--- src/design/rawp_pkg.sv ---
// ----------------------------------------------------------------------------
// rawp_pkg
// Types and constants shared by the admission window policy modules.
// ----------------------------------------------------------------------------
package rawp_pkg;

  localparam int unsigned TIME_W = 32;
  localparam int unsigned CFG_W  = 31;
  localparam int unsigned IDX_W  = 2;

  // register indexes
  localparam logic [IDX_W-1:0] REG_NO_CLIENT_TIMEOUT = 2'd0;
  localparam logic [IDX_W-1:0] REG_RETRY_INTERVAL    = 2'd1;

  // register reset values
  localparam logic [CFG_W-1:0] NO_CLIENT_TIMEOUT_RST = 31'd60000;
  localparam logic [CFG_W-1:0] RETRY_INTERVAL_RST    = 31'd1000;

  typedef enum logic [1:0] {
    OP_BEGIN   = 2'd0,
    OP_UPDATE  = 2'd1,
    OP_CONFIRM = 2'd2
  } op_t;

  typedef enum logic [1:0] {
    MODE_OPEN    = 2'd0,
    MODE_CLOSING = 2'd1,
    MODE_CLOSED  = 2'd2
  } mode_t;

  typedef enum logic [1:0] {
    ACT_NONE      = 2'd0,
    ACT_CLOSE     = 2'd1,
    ACT_ADVERTISE = 2'd2
  } action_t;

  typedef struct packed {
    logic [1:0]        operation;
    logic [TIME_W-1:0] now_ms;
    logic              link_drop;
    logic              client_connected;
    logic              adv_on;
  } in_word_t;

  typedef struct packed {
    action_t action;
    mode_t   mode;
  } result_t;

  typedef struct packed {
    logic [CFG_W-1:0] no_client_timeout_ms;
    logic [CFG_W-1:0] retry_interval_ms;
  } cfg_t;

  // wrap-safe deadline check: (now - deadline) read as signed is >= 0
  function automatic logic reached(input logic [TIME_W-1:0] now,
                                   input logic [TIME_W-1:0] deadline);
    logic [TIME_W-1:0] diff;
    diff = now - deadline;
    return ~diff[TIME_W-1];
  endfunction

endpackage

--- src/design/radio_admission_window_policy_top.sv ---
// ----------------------------------------------------------------------------
// radio_admission_window_policy_top
// Admission window controller for a wireless link.
// ----------------------------------------------------------------------------
// Input channel (in_valid/in_ready) carries one operation word: begin, update
// tick or confirm-closed, stamped with now_ms. Output channel
// (out_valid/out_ready) returns exactly one result word per input word:
// the requested action and the policy mode after the step.
// Config channel (cfg_valid/cfg_ready, cfg_index, cfg_data) writes the window
// timeout (index 0) and retry interval (index 1); writes are always accepted.
// A word accepted goes through the input register, then the single-step update
// into the result register, which shows it. Throughput: one word per cycle
// unless stalled; the policy state updates as each word moves into the result
// register, so consecutive words see each other's effects. When the receiver
// stalls, the result register holds and the input register fills; the input
// stays ready while a held word can move on.
// Reset: synchronous; mode goes to closed, time stamps and the connected flag
// clear, registers return to 60000 ms and 1000 ms, both channels empty.
// ----------------------------------------------------------------------------
module radio_admission_window_policy_top (
  input  logic                        clk,
  input  logic                        rst,
  // configuration
  input  logic                        cfg_valid,
  output logic                        cfg_ready,
  input  logic [rawp_pkg::IDX_W-1:0]  cfg_index,
  input  logic [rawp_pkg::CFG_W-1:0]  cfg_data,
  // input words
  input  logic                        in_valid,
  output logic                        in_ready,
  input  logic [1:0]                  operation,
  input  logic [rawp_pkg::TIME_W-1:0] now_ms,
  input  logic                        link_drop,
  input  logic                        client_connected,
  input  logic                        adv_on,
  // result words
  output logic                        out_valid,
  input  logic                        out_ready,
  output logic [1:0]                  action,
  output logic [1:0]                  policy_mode
);

  rawp_pkg::cfg_t     cfg;
  rawp_pkg::in_word_t word_in;
  rawp_pkg::in_word_t word_q;
  rawp_pkg::result_t  result;
  rawp_pkg::result_t  result_q;
  logic               word_valid;
  logic               space;
  logic               fire;

  assign word_in.operation        = operation;
  assign word_in.now_ms           = now_ms;
  assign word_in.link_drop        = link_drop;
  assign word_in.client_connected = client_connected;
  assign word_in.adv_on           = adv_on;

  // a held word steps when the result register has room
  assign fire = word_valid & space;

  rawp_cfg_regs u_cfg (
    .clk       (clk),
    .rst       (rst),
    .cfg_valid (cfg_valid),
    .cfg_ready (cfg_ready),
    .cfg_index (cfg_index),
    .cfg_data  (cfg_data),
    .cfg       (cfg)
  );

  rawp_in_stage u_in (
    .clk        (clk),
    .rst        (rst),
    .in_valid   (in_valid),
    .in_ready   (in_ready),
    .word_in    (word_in),
    .take       (fire),
    .word_valid (word_valid),
    .word_q     (word_q)
  );

  rawp_policy_core u_core (
    .clk    (clk),
    .rst    (rst),
    .fire   (fire),
    .word   (word_q),
    .cfg    (cfg),
    .result (result)
  );

  rawp_out_stage u_out (
    .clk       (clk),
    .rst       (rst),
    .load      (fire),
    .result_in (result),
    .space     (space),
    .out_valid (out_valid),
    .out_ready (out_ready),
    .result_q  (result_q)
  );

  assign action      = result_q.action;
  assign policy_mode = result_q.mode;

endmodule

--- src/design/rawp_cfg_regs.sv ---
// ----------------------------------------------------------------------------
// rawp_cfg_regs
// Configuration register file: window timeout and retry interval.
// ----------------------------------------------------------------------------
module rawp_cfg_regs (
  input  logic                        clk,
  input  logic                        rst,
  input  logic                        cfg_valid,
  output logic                        cfg_ready,
  input  logic [rawp_pkg::IDX_W-1:0]  cfg_index,
  input  logic [rawp_pkg::CFG_W-1:0]  cfg_data,
  output rawp_pkg::cfg_t              cfg
);

  // writes are always accepted
  assign cfg_ready = 1'b1;

  always_ff @(posedge clk) begin
    if (rst) begin
      cfg.no_client_timeout_ms <= rawp_pkg::NO_CLIENT_TIMEOUT_RST;
      cfg.retry_interval_ms    <= rawp_pkg::RETRY_INTERVAL_RST;
    end else if (cfg_valid) begin
      if (cfg_index == rawp_pkg::REG_NO_CLIENT_TIMEOUT) begin
        cfg.no_client_timeout_ms <= cfg_data;
      end
      if (cfg_index == rawp_pkg::REG_RETRY_INTERVAL) begin
        cfg.retry_interval_ms <= cfg_data;
      end
    end
  end

endmodule

--- src/design/rawp_in_stage.sv ---
// ----------------------------------------------------------------------------
// rawp_in_stage
// Input register: holds one operation word until the policy core takes it.
// ----------------------------------------------------------------------------
module rawp_in_stage (
  input  logic               clk,
  input  logic               rst,
  input  logic               in_valid,
  output logic               in_ready,
  input  rawp_pkg::in_word_t word_in,
  input  logic               take,
  output logic               word_valid,
  output rawp_pkg::in_word_t word_q
);

  // free when empty or when the held word leaves this cycle
  assign in_ready = ~word_valid | take;

  always_ff @(posedge clk) begin
    if (rst) begin
      word_valid <= 1'b0;
    end else if (in_ready) begin
      word_valid <= in_valid;
    end
  end

  always_ff @(posedge clk) begin
    if (in_valid && in_ready) begin
      word_q <= word_in;
    end
  end

endmodule

--- src/design/rawp_policy_core.sv ---
// ----------------------------------------------------------------------------
// rawp_policy_core
// Policy state and the single-step next-state / action logic.
// ----------------------------------------------------------------------------
module rawp_policy_core (
  input  logic                 clk,
  input  logic                 rst,
  input  logic                 fire,
  input  rawp_pkg::in_word_t   word,
  input  rawp_pkg::cfg_t       cfg,
  output rawp_pkg::result_t    result
);

  rawp_pkg::mode_t                 mode, mode_next;
  logic                            was_connected, was_connected_next;
  logic [rawp_pkg::TIME_W-1:0]     close_deadline, close_deadline_next;
  logic [rawp_pkg::TIME_W-1:0]     next_action_time, next_action_time_next;
  rawp_pkg::action_t               act;

  logic [rawp_pkg::TIME_W-1:0]     window_end;
  logic [rawp_pkg::TIME_W-1:0]     retry_time;
  logic                            fresh;
  logic                            close_hit;
  logic                            action_due;
  rawp_pkg::mode_t                 mode_mid;

  assign window_end = word.now_ms + {1'b0, cfg.no_client_timeout_ms};
  assign retry_time = word.now_ms + {1'b0, cfg.retry_interval_ms};

  // a disconnect, or a client that just went away, restarts the window
  assign fresh = word.link_drop | (~word.client_connected & was_connected);
  assign mode_mid = fresh ? rawp_pkg::MODE_OPEN : mode;

  // with a fresh window the deadline is now+timeout and the action time is now
  assign close_hit  = fresh ? (cfg.no_client_timeout_ms == '0)
                            : rawp_pkg::reached(word.now_ms, close_deadline);
  assign action_due = fresh | rawp_pkg::reached(word.now_ms, next_action_time);

  // next state and action
  always_comb begin
    mode_next             = mode;
    was_connected_next    = was_connected;
    close_deadline_next   = close_deadline;
    next_action_time_next = next_action_time;
    act                   = rawp_pkg::ACT_NONE;
    case (word.operation)
      rawp_pkg::OP_BEGIN: begin
        mode_next             = rawp_pkg::MODE_OPEN;
        was_connected_next    = 1'b0;
        close_deadline_next   = window_end;
        next_action_time_next = word.now_ms;
      end
      rawp_pkg::OP_UPDATE: begin
        if (mode == rawp_pkg::MODE_CLOSED) begin
          was_connected_next = 1'b0;
        end else begin
          if (fresh) begin
            close_deadline_next   = window_end;
            next_action_time_next = word.now_ms;
          end
          if (word.client_connected) begin
            mode_next          = rawp_pkg::MODE_OPEN;
            was_connected_next = 1'b1;
          end else begin
            was_connected_next = 1'b0;
            if (mode_mid == rawp_pkg::MODE_OPEN && close_hit) begin
              // window expired: the first close request goes out at once
              mode_next             = rawp_pkg::MODE_CLOSING;
              next_action_time_next = retry_time;
              act                   = rawp_pkg::ACT_CLOSE;
            end else if (mode_mid == rawp_pkg::MODE_CLOSING) begin
              mode_next = rawp_pkg::MODE_CLOSING;
              if (action_due) begin
                next_action_time_next = retry_time;
                act                   = rawp_pkg::ACT_CLOSE;
              end
            end else begin
              mode_next = rawp_pkg::MODE_OPEN;
              if (!word.adv_on && action_due) begin
                next_action_time_next = retry_time;
                act                   = rawp_pkg::ACT_ADVERTISE;
              end
            end
          end
        end
      end
      rawp_pkg::OP_CONFIRM: begin
        if (mode == rawp_pkg::MODE_CLOSING) begin
          mode_next = rawp_pkg::MODE_CLOSED;
        end
      end
      default: begin
        // unused code: no change
      end
    endcase
  end

  assign result.action = act;
  assign result.mode   = mode_next;

  // control state
  always_ff @(posedge clk) begin
    if (rst) begin
      mode          <= rawp_pkg::MODE_CLOSED;
      was_connected <= 1'b0;
    end else if (fire) begin
      mode          <= mode_next;
      was_connected <= was_connected_next;
    end
  end

  // time stamps
  always_ff @(posedge clk) begin
    if (rst) begin
      close_deadline   <= '0;
      next_action_time <= '0;
    end else if (fire) begin
      close_deadline   <= close_deadline_next;
      next_action_time <= next_action_time_next;
    end
  end

endmodule

--- src/design/rawp_out_stage.sv ---
// ----------------------------------------------------------------------------
// rawp_out_stage
// Result register: holds one result word until the receiver takes it.
// ----------------------------------------------------------------------------
module rawp_out_stage (
  input  logic                clk,
  input  logic                rst,
  input  logic                load,
  input  rawp_pkg::result_t   result_in,
  output logic                space,
  output logic                out_valid,
  input  logic                out_ready,
  output rawp_pkg::result_t   result_q
);

  // a new word may enter when empty or when the held one is taken
  assign space = ~out_valid | out_ready;

  always_ff @(posedge clk) begin
    if (rst) begin
      out_valid <= 1'b0;
    end else if (space) begin
      out_valid <= load;
    end
  end

  always_ff @(posedge clk) begin
    if (load) begin
      result_q <= result_in;
    end
  end

endmodule

--- config.mk ---
export PLATFORM = sky130hd
export DESIGN_NAME = radio_admission_window_policy_top
export DESIGN_NICKNAME = d
export VERILOG_FILES = /design/src/design/rawp_pkg.sv /design/src/design/radio_admission_window_policy_top.sv /design/src/design/rawp_cfg_regs.sv /design/src/design/rawp_in_stage.sv /design/src/design/rawp_policy_core.sv /design/src/design/rawp_out_stage.sv
export SDC_FILE = /design/constraint.sdc
export NUM_CORES = 1
export LEC_CHECK = 0
export BUFFER_PORTS_ARGS = -buffer_cell sky130_fd_sc_hd__buf_2
export CAP_MARGIN = 20
export CORE_UTILIZATION = 40
export CTS_CLUSTER_DIAMETER = 200
export DETAILED_ROUTE_END_ITERATION = 12
export HOLD_SLACK_MARGIN = 0.08
export MAX_ROUTING_LAYER = met4
export PLACE_DENSITY = 0.54
export SYNTH_ARGS = -nofsm -noshare
export SYNTH_HDL_FRONTEND = slang
export SYNTH_HIERARCHICAL = 1
export SYNTH_SLANG_ARGS = --single-unit
--- constraint.sdc ---
create_clock -name clk -period 7.6 [get_ports clk]
set_input_delay 1.14 -clock clk [delete_from_list [all_inputs] [get_ports clk]]
set_output_delay 1.14 -clock clk [all_outputs]
set_load 0.05 [all_outputs]
Word level (Yosys, flattened, before mapping)
Cells that the tools add are included.
{"block": "word_totals", "regBits": 172, "rom_bits": 0, "mem_bits_rw": 0, "input_bits": 75, "latch_bits": 0, "n_memories": 0}
{"block": "op_classes", "eq_ne": 8, "n_mux": 26, "shifts": 0, "n_addsub": 4, "order_cmp": 0, "bitwise": 12, "div_mod_pow": 0, "mul": 0, "n_reduce_logical": 16}
{"cell": "$mux W32", "count": 9}
{"cell": "$pmux W32 S2", "count": 2}
{"cell": "$add A32 B31 Y32", "count": 2}
{"cell": "$sub A32 B32 Y32", "count": 2}
{"cell": "$logic_not A31 Y1", "count": 1}
{"cell": "$mux W2", "count": 7}
{"cell": "$eq A2 B1 Y1 const B", "count": 4}
{"cell": "$logic_not A2 Y1", "count": 3}
{"cell": "$mux W1", "count": 6}
{"cell": "$not A1 Y1", "count": 6}
{"cell": "$pmux W2 S3", "count": 1}
{"cell": "$reduce_and A2 Y1", "count": 3}
{"cell": "$eq A2 B2 Y1 const B", "count": 2}
{"cell": "$or A1 B1 Y1", "count": 4}
{"cell": "$reduce_and A4 Y1", "count": 1}
{"cell": "$reduce_or A4 Y1", "count": 1}
{"cell": "$logic_and A1 B1 Y1", "count": 3}
{"cell": "$reduce_and A3 Y1", "count": 1}
{"cell": "$reduce_or A3 Y1", "count": 1}
{"cell": "$and A1 B1 Y1", "count": 2}
{"cell": "$ne A2 B1 Y1 const B", "count": 1}
{"cell": "$ne A2 B2 Y1 const B", "count": 1}
{"cell": "$pmux W1 S2", "count": 1}
{"cell": "$reduce_bool A2 Y1", "count": 1}
{"cell": "$logic_not A1 Y1", "count": 1}

Longest topological paths before layout
{"block": "logic_depth", "ltp_word": 11, "depth_mapped": 14, "ltp_nobuf": 13}

Hierarchy
The synthesis kept the hierarchy.
{"module": "rawp_policy_core", "instances": 1, "area_per_inst_um2": 7933.9, "seq_area_each_um2": 1341.3, "cells_per_inst": 1069}
{"module": "rawp_cfg_regs", "instances": 1, "area_per_inst_um2": 2583.7, "seq_area_each_um2": 1241.2, "cells_per_inst": 248}
{"module": "rawp_in_stage", "instances": 1, "area_per_inst_um2": 1166.1, "seq_area_each_um2": 1131.1, "cells_per_inst": 42}
{"module": "rawp_out_stage", "instances": 1, "area_per_inst_um2": 166.4, "seq_area_each_um2": 140.1, "cells_per_inst": 8}
{"module": "radio_admission_window_policy_top", "instances": 1, "area_per_inst_um2": 6.3, "seq_area_each_um2": 0.0, "cells_per_inst": 1}

Worst setup path after synthesis
Ideal clock, no wire load.
{"block": "synth_timing", "path_kind": "register -> register", "startpoint": "register, netlist name u_in/word_q[32]", "endpoint": "register u_core/next_action_time[11] in the netlist's numbering", "slack_ps": 4537, "stages_incl_launch_ff": 13, "synth_period_minus_slack_ps": 3063, "arrival_time_ps": 2945, "setup_ps": 118, "path_buffers": 1, "cell_sequence": "edfxtp_1 > ha_1 > a21oi_1 > nand2_1 > a221o_1 > a211o_1 > or4_4 > and3_1 > o21ai_4 > nand2_2 > buf_6 > o221ai_1 > nand2_1"}
{"block": "synth_between", "elab_chain_len": 10, "elab_cells_between_ends": 15, "cone_classes": "add/sub (2); mux (8); bitwise (3); reduce/logical (2)"}
{"element": "$sub A32 B32 Y32", "line_no": "rawp_pkg.sv:59", "rtl": "diff = now - deadline;"}
{"element": "$not A1 Y1", "line_no": "rawp_pkg.sv:60", "rtl": "return ~diff[TIME_W-1];"}
{"element": "$or A1 B1 Y1", "line_no": "rawp_policy_core.sv:37", "rtl": "assign action_due = fresh | rawp_pkg::reached(word.now_ms, next_action_time);"}
{"element": "$logic_and A1 B1 Y1", "line_no": "rawp_policy_core.sv:79", "rtl": "if (!word.adv_on && action_due) begin"}
{"element": "$mux W32", "line_no": "rawp_policy_core.sv:79"}
{"element": "$mux W32", "line_no": "rawp_policy_core.sv:71", "rtl": "end else if (mode_mid == rawp_pkg::MODE_CLOSING) begin"}
{"element": "$mux W32 (*)", "line_no": "rawp_policy_core.sv:66", "rtl": "if (mode_mid == rawp_pkg::MODE_OPEN && close_hit) begin"}
{"element": "$mux W32 (*)", "line_no": "rawp_policy_core.sv:61", "rtl": "if (word.client_connected) begin"}
{"element": "$mux W32 (*)", "line_no": "rawp_policy_core.sv:54", "rtl": "if (mode == rawp_pkg::MODE_CLOSED) begin"}
{"element": "$pmux W32 S2 (*)", "line_no": "rawp_policy_core.sv:46", "rtl": "case (word.operation)"}
{"element": "to (signal assigned)", "line_no": "rawp_policy_core.sv:119", "rtl": "next_action_time <= next_action_time_next;"}
{"element": "to (decl)", "line_no": "rawp_policy_core.sv:17", "rtl": "logic [rawp_pkg::TIME_W-1:0] next_action_time, next_action_time_next;"}
Mark *: on every way between the ends. The rest lies on a longest branch, timed or not. The select of a mux whose other input is x is not followed.
A chain may end at the register's enable or synchronous reset.

Worst setup path after layout
{"block": "layout_timing", "startpoint": "register, netlist name u_in/word_q[3]", "endpoint": "register u_core/close_deadline[30] in the netlist's numbering"}
{"block": "layout_between", "elab_chain_len": 4}
{"element": "$add A32 B31 Y32 (*)", "line_no": "rawp_policy_core.sv:27", "rtl": "assign window_end = word.now_ms + {1'b0, cfg.no_client_timeout_ms};"}
{"element": "$mux W32", "line_no": "rawp_policy_core.sv:57", "rtl": "if (fresh) begin"}
{"element": "$mux W32", "line_no": "rawp_policy_core.sv:54"}
{"element": "$pmux W32 S2 (*)", "line_no": "rawp_policy_core.sv:46"}
{"element": "to (signal assigned)", "line_no": "rawp_policy_core.sv:118", "rtl": "close_deadline <= close_deadline_next;"}
{"element": "to (decl)", "line_no": "rawp_policy_core.sv:16", "rtl": "logic [rawp_pkg::TIME_W-1:0] close_deadline, close_deadline_next;"}
Marked as above.

==> results.md <==
- Worst-Margin Slew: 1.001 ns
- clock tree from TritonCTS: built
- count of vias placed by the detailed router: 10157
- destination of the critical timing path: u_core/close_deadline[30]
- highest fanout seen on the critical path: 6
- Primary FF master, synth: dfxtp_1
- mean instance size in the synthesized netlist: 8.667 µm²
- hold-fix buffers at CTS: 0
- post_cts resized: 0
- Detailed Route WL: 34410 µm
- unrepaired setup endpoints after global routing: false
- Synthesis Warnings: 6
- Achievable Freq: 268.3 MHz
- final hold viol count: 0
- synth top area cells: dfxtp_1 22%, ha_1 13%, edfxtp_1 10%, mux2i_1 6.5%, a21oi_1 4.8%
- Worst slew margin: 33.26%
- CP cell instances: ha_1, inv_1, fa_1, nor2b_1, o311a_1, o211ai_1, a31oi_1, o22ai_2, o21ai_1, o41ai_1, o21ai_0, or4b_1, o311ai_1
- Die Footprint: 0.03033 mm²
- DRC violations left: 0
- power density normalized to cell area: 181.9 mW/mm²
- # nets final: 1623
- max capacitance violation total: 0
- clock transition at the registers of the reported paths: 0.07 ns
- routed via count divided by cell count: 5.578
- number of detailed-route iterations in the first pass: 6
- final antenna-violating net count: 0
- status: completed
- final instance area: 0.01317 mm²
- Clk Latency, worst-skew pair: 0.45 ns
- TritonCTS Sinks: 172
- placer congestion estimate: 0.9205
- Post-Synthesis Cell Area: 0.01186 mm²
- number of flops mapped to enable cells by yosys: 41
- effective utilization at floorplan: 40.98%
- Port-buffer cells: 80
- master of the slowest instance on the critical path: edfxtp_1
- portion of the clock cycle consumed by the worst path in the final layout: 49.04%
- cells after synthesis: 1368
- count of antenna diodes in the layout: 0
- Area after DPL: 0.01257 mm²
- first-pass GRT wire length: 53880 µm
- arrival time of data at the critical path endpoint: 4.08 ns
- clock tree skew after final layout: 0.01299 ns
- kind of launch point of the worst setup path: flip-flop
- share of final-layout standard cells stronger than drive strength 1: 10.79%
- Total Routing Usage GR: 23.76%
- sequential fraction of the synthesis area: 32.50%
- clk buf depth: 2
- Final setup violation count: 0
- pin count of the biggest net entering global routing: 99
- WP data required: 7.95 ns
- initial antenna violation count: 0
- Placement Rows: 62
- Avg WL per Cell: 18.89 µm
- number of unique standard cell types used by synthesis: 83
- HPWL reported at the end of detailed placement: 25670 µm
- share of the synthesized area in the top cell type: 22.12%
- number of CTS-inserted buffers: 17
- peak supply drop: 0.0001638 V
- category of the worst setup path capture point: flip-flop
- leftover overflow at the end of global routing: 0
- post-synthesis register bit count: 172
- critical setup path kind: flip-flop to flip-flop
- DRT iter0 DRCs: 734
- cell taking the most area after synthesis: dfxtp_1
- beginning of the worst register-to-register path: u_in/word_q[3]
- crit path from: u_in/word_q[3]
- total number of H-tree levels: 4
- slack of the worst reg-to-reg path: 3.87 ns
- post-synthesis to final-layout area growth: 11.10%
- Synth Net Count: 1567
- worst hold path class: flip-flop to flip-flop
- Setup TNS Final: 0 ns
- static leakage: 5.423 nW
- height of the die: 174.2 µm
- Post-CTS Repair Setup Buffers: 0
- final critical path time including I/O delays and setup: 3.727 ns
- final number of max-transition violations: 0
- number of fill cells: 2871
- area of the core: 0.02894 mm²
- delay of the slowest cell on the worst path: 0.53 ns
- IO Count: 82
- Synth async-reset ratio: 0%
- clock root buffer master: clkbuf_16
- Reg2Reg Capture Point: u_core/close_deadline[30]
- number of cells on the worst reg-to-reg path: 13
- chip width: 174.2 µm
- number of global-route vias before repair: 9539
synth_stat cells, types with 25 or more instances:
cell type / n
a21o_1: 45
a21oi_1: 113
clkbuf_1: 40
dfxtp_1: 131
edfxtp_1: 41
ha_1: 122
inv_1: 85
mux2i_1: 77
nand2_1: 123
nand2b_1: 90
nand3_1: 25
nor2_1: 92
o21ai_0: 65
xnor2_1: 28
kinds of logic (layout without fill, tap and decap cells):
group / Yosys count / after routing / synth area share (%)
other cells: 1 / 1 / 0.03163
fa+ha+maj: 124 / 124 / 13.21
mux: 78 / 78 / 6.596
flops: 172 / 172 / 32.50
compound gates: 374 / 374 / 20.97
simple gates: 436 / 436 / 18.58
xor+xnor: 40 / 40 / 2.955
buf+inv: 143 / 212 / 5.150
per-stage QoR:
stage | worst slack, ns | power, W | std cells | utilization, % | hold WS, ns
final | 3.873 | 0.002396 | 1821 | 45.52 | 0.4514
after global routing | 3.633 | 0.002516 | 1821 | 45.52 | 0.4692
after CTS | 3.896 | 0.002419 | 1821 | 45.52 | 0.4532
after detailed placement | 3.930 | 0.001511 | 1789 | 43.44 | 0.4448
after global placement | 3.923 | 0.001508 | 1789 | 43.44 | 0.4386
after floorplan | 4.537 | 0.001372 | 1368 | - | 0.4250
layer usage:
layer	vias to the layer above	routed length, µm	share of wire [%]	GRT usage [%]
li1	5082	-	-	-
met1	4705	17230	50	34.08
met2	341	14230	41	33.92
met3	29	2350	6.8	4.265
met4	0	595	1.7	6.323
met5	-	0	0	-
worst min path at each step:
| stage | from | end | cells past startpoint |
|---|---|---|---|
| after floorplan | u_core/next_action_time[4] | u_core/next_action_time[4] | 2 |
| after global placement | u_core/next_action_time[4] | u_core/next_action_time[4] | 2 |
| after detailed placement | u_core/next_action_time[4] | u_core/next_action_time[4] | 2 |
| after CTS | u_core/close_deadline[6] | u_core/close_deadline[6] | 2 |
| after global routing | u_core/close_deadline[13] | u_core/close_deadline[13] | 2 |
| final | u_core/close_deadline[6] | u_core/close_deadline[6] | 2 |
registers in the layout (all words and copies together) (netlist names):
| name | count |
|---|---|
| u_out/out_valid | 1 |
| u_in/word_valid | 1 |
| u_cfg/cfg | 62 |
| u_in/word_q | 37 |
| u_out/result_q | 4 |
| u_core/mode | 2 |
| u_core/was_connected | 1 |
| u_core/next_action_time | 32 |
| u_core/close_deadline | 32 |
worst max-delay path, delay by kind of cell, from the launching register on:
| kind | cells | cell delay, ns |
|---|---|---|
| AO/OA/AOI/OAI | 8 | 2.01 |
| adder cells (fa/ha/maj) | 2 | 0.45 |
| buffers and inverters | 1 | 0.07 |
| flip-flops | 1 | 0.53 |
| AND/OR/NAND/NOR | 2 | 0.56 |
where the power goes:
group / switching [W] / leakage (nW) / internal (W)
Clock: 0.000401 / 0.299 / 0.000497
Sequential: 0.0000538 / 1.46 / 0.000979
Combinational: 0.000275 / 3.67 / 0.000189
cell type report:
class | instances | area, µm² | area share, %
Clock buffer | 19 | 475.5 | 3.609
Clock inverter | 13 | 127.6 | 0.9688
Inverter | 85 | 319.1 | 2.422
Multi-Input combinational cell | 1053 | 7401 | 56.18
Sequential cell | 172 | 3854 | 29.26
Tap cell | 384 | 480.5 | 3.647
Timing Repair Buffer | 95 | 515.5 | 3.913
placed cells by master (no fill, tap or decap), types with 10 or more instances in the layout:
cell type | synthesis | layout
o211ai_1 | 12 | 12
nor3_1 | 18 | 18
a221oi_1 | 12 | 12
nor2_1 | 92 | 91
a21o_1 | 45 | 45
nand3_1 | 25 | 25
xor2_1 | 12 | 12
ha_1 | 122 | 122
dfxtp_1 | 131 | 131
edfxtp_1 | 41 | 41
o31ai_1 | 10 | 10
buf_2 | 8 | 79
nand2_1 | 123 | 123
nand4_1 | 18 | 18
mux2i_1 | 77 | 77
clkbuf_16 | 0 | 19
a31oi_1 | 11 | 11
a21oi_1 | 113 | 113
a211oi_1 | 10 | 10
o21a_1 | 11 | 11
nand2b_1 | 90 | 90
nor2b_1 | 12 | 12
buf_4 | 3 | 16
nor4_1 | 13 | 13
xnor2_1 | 28 | 28
inv_1 | 85 | 85
o21ai_0 | 65 | 65
Power figures use the tool's default switching activity.
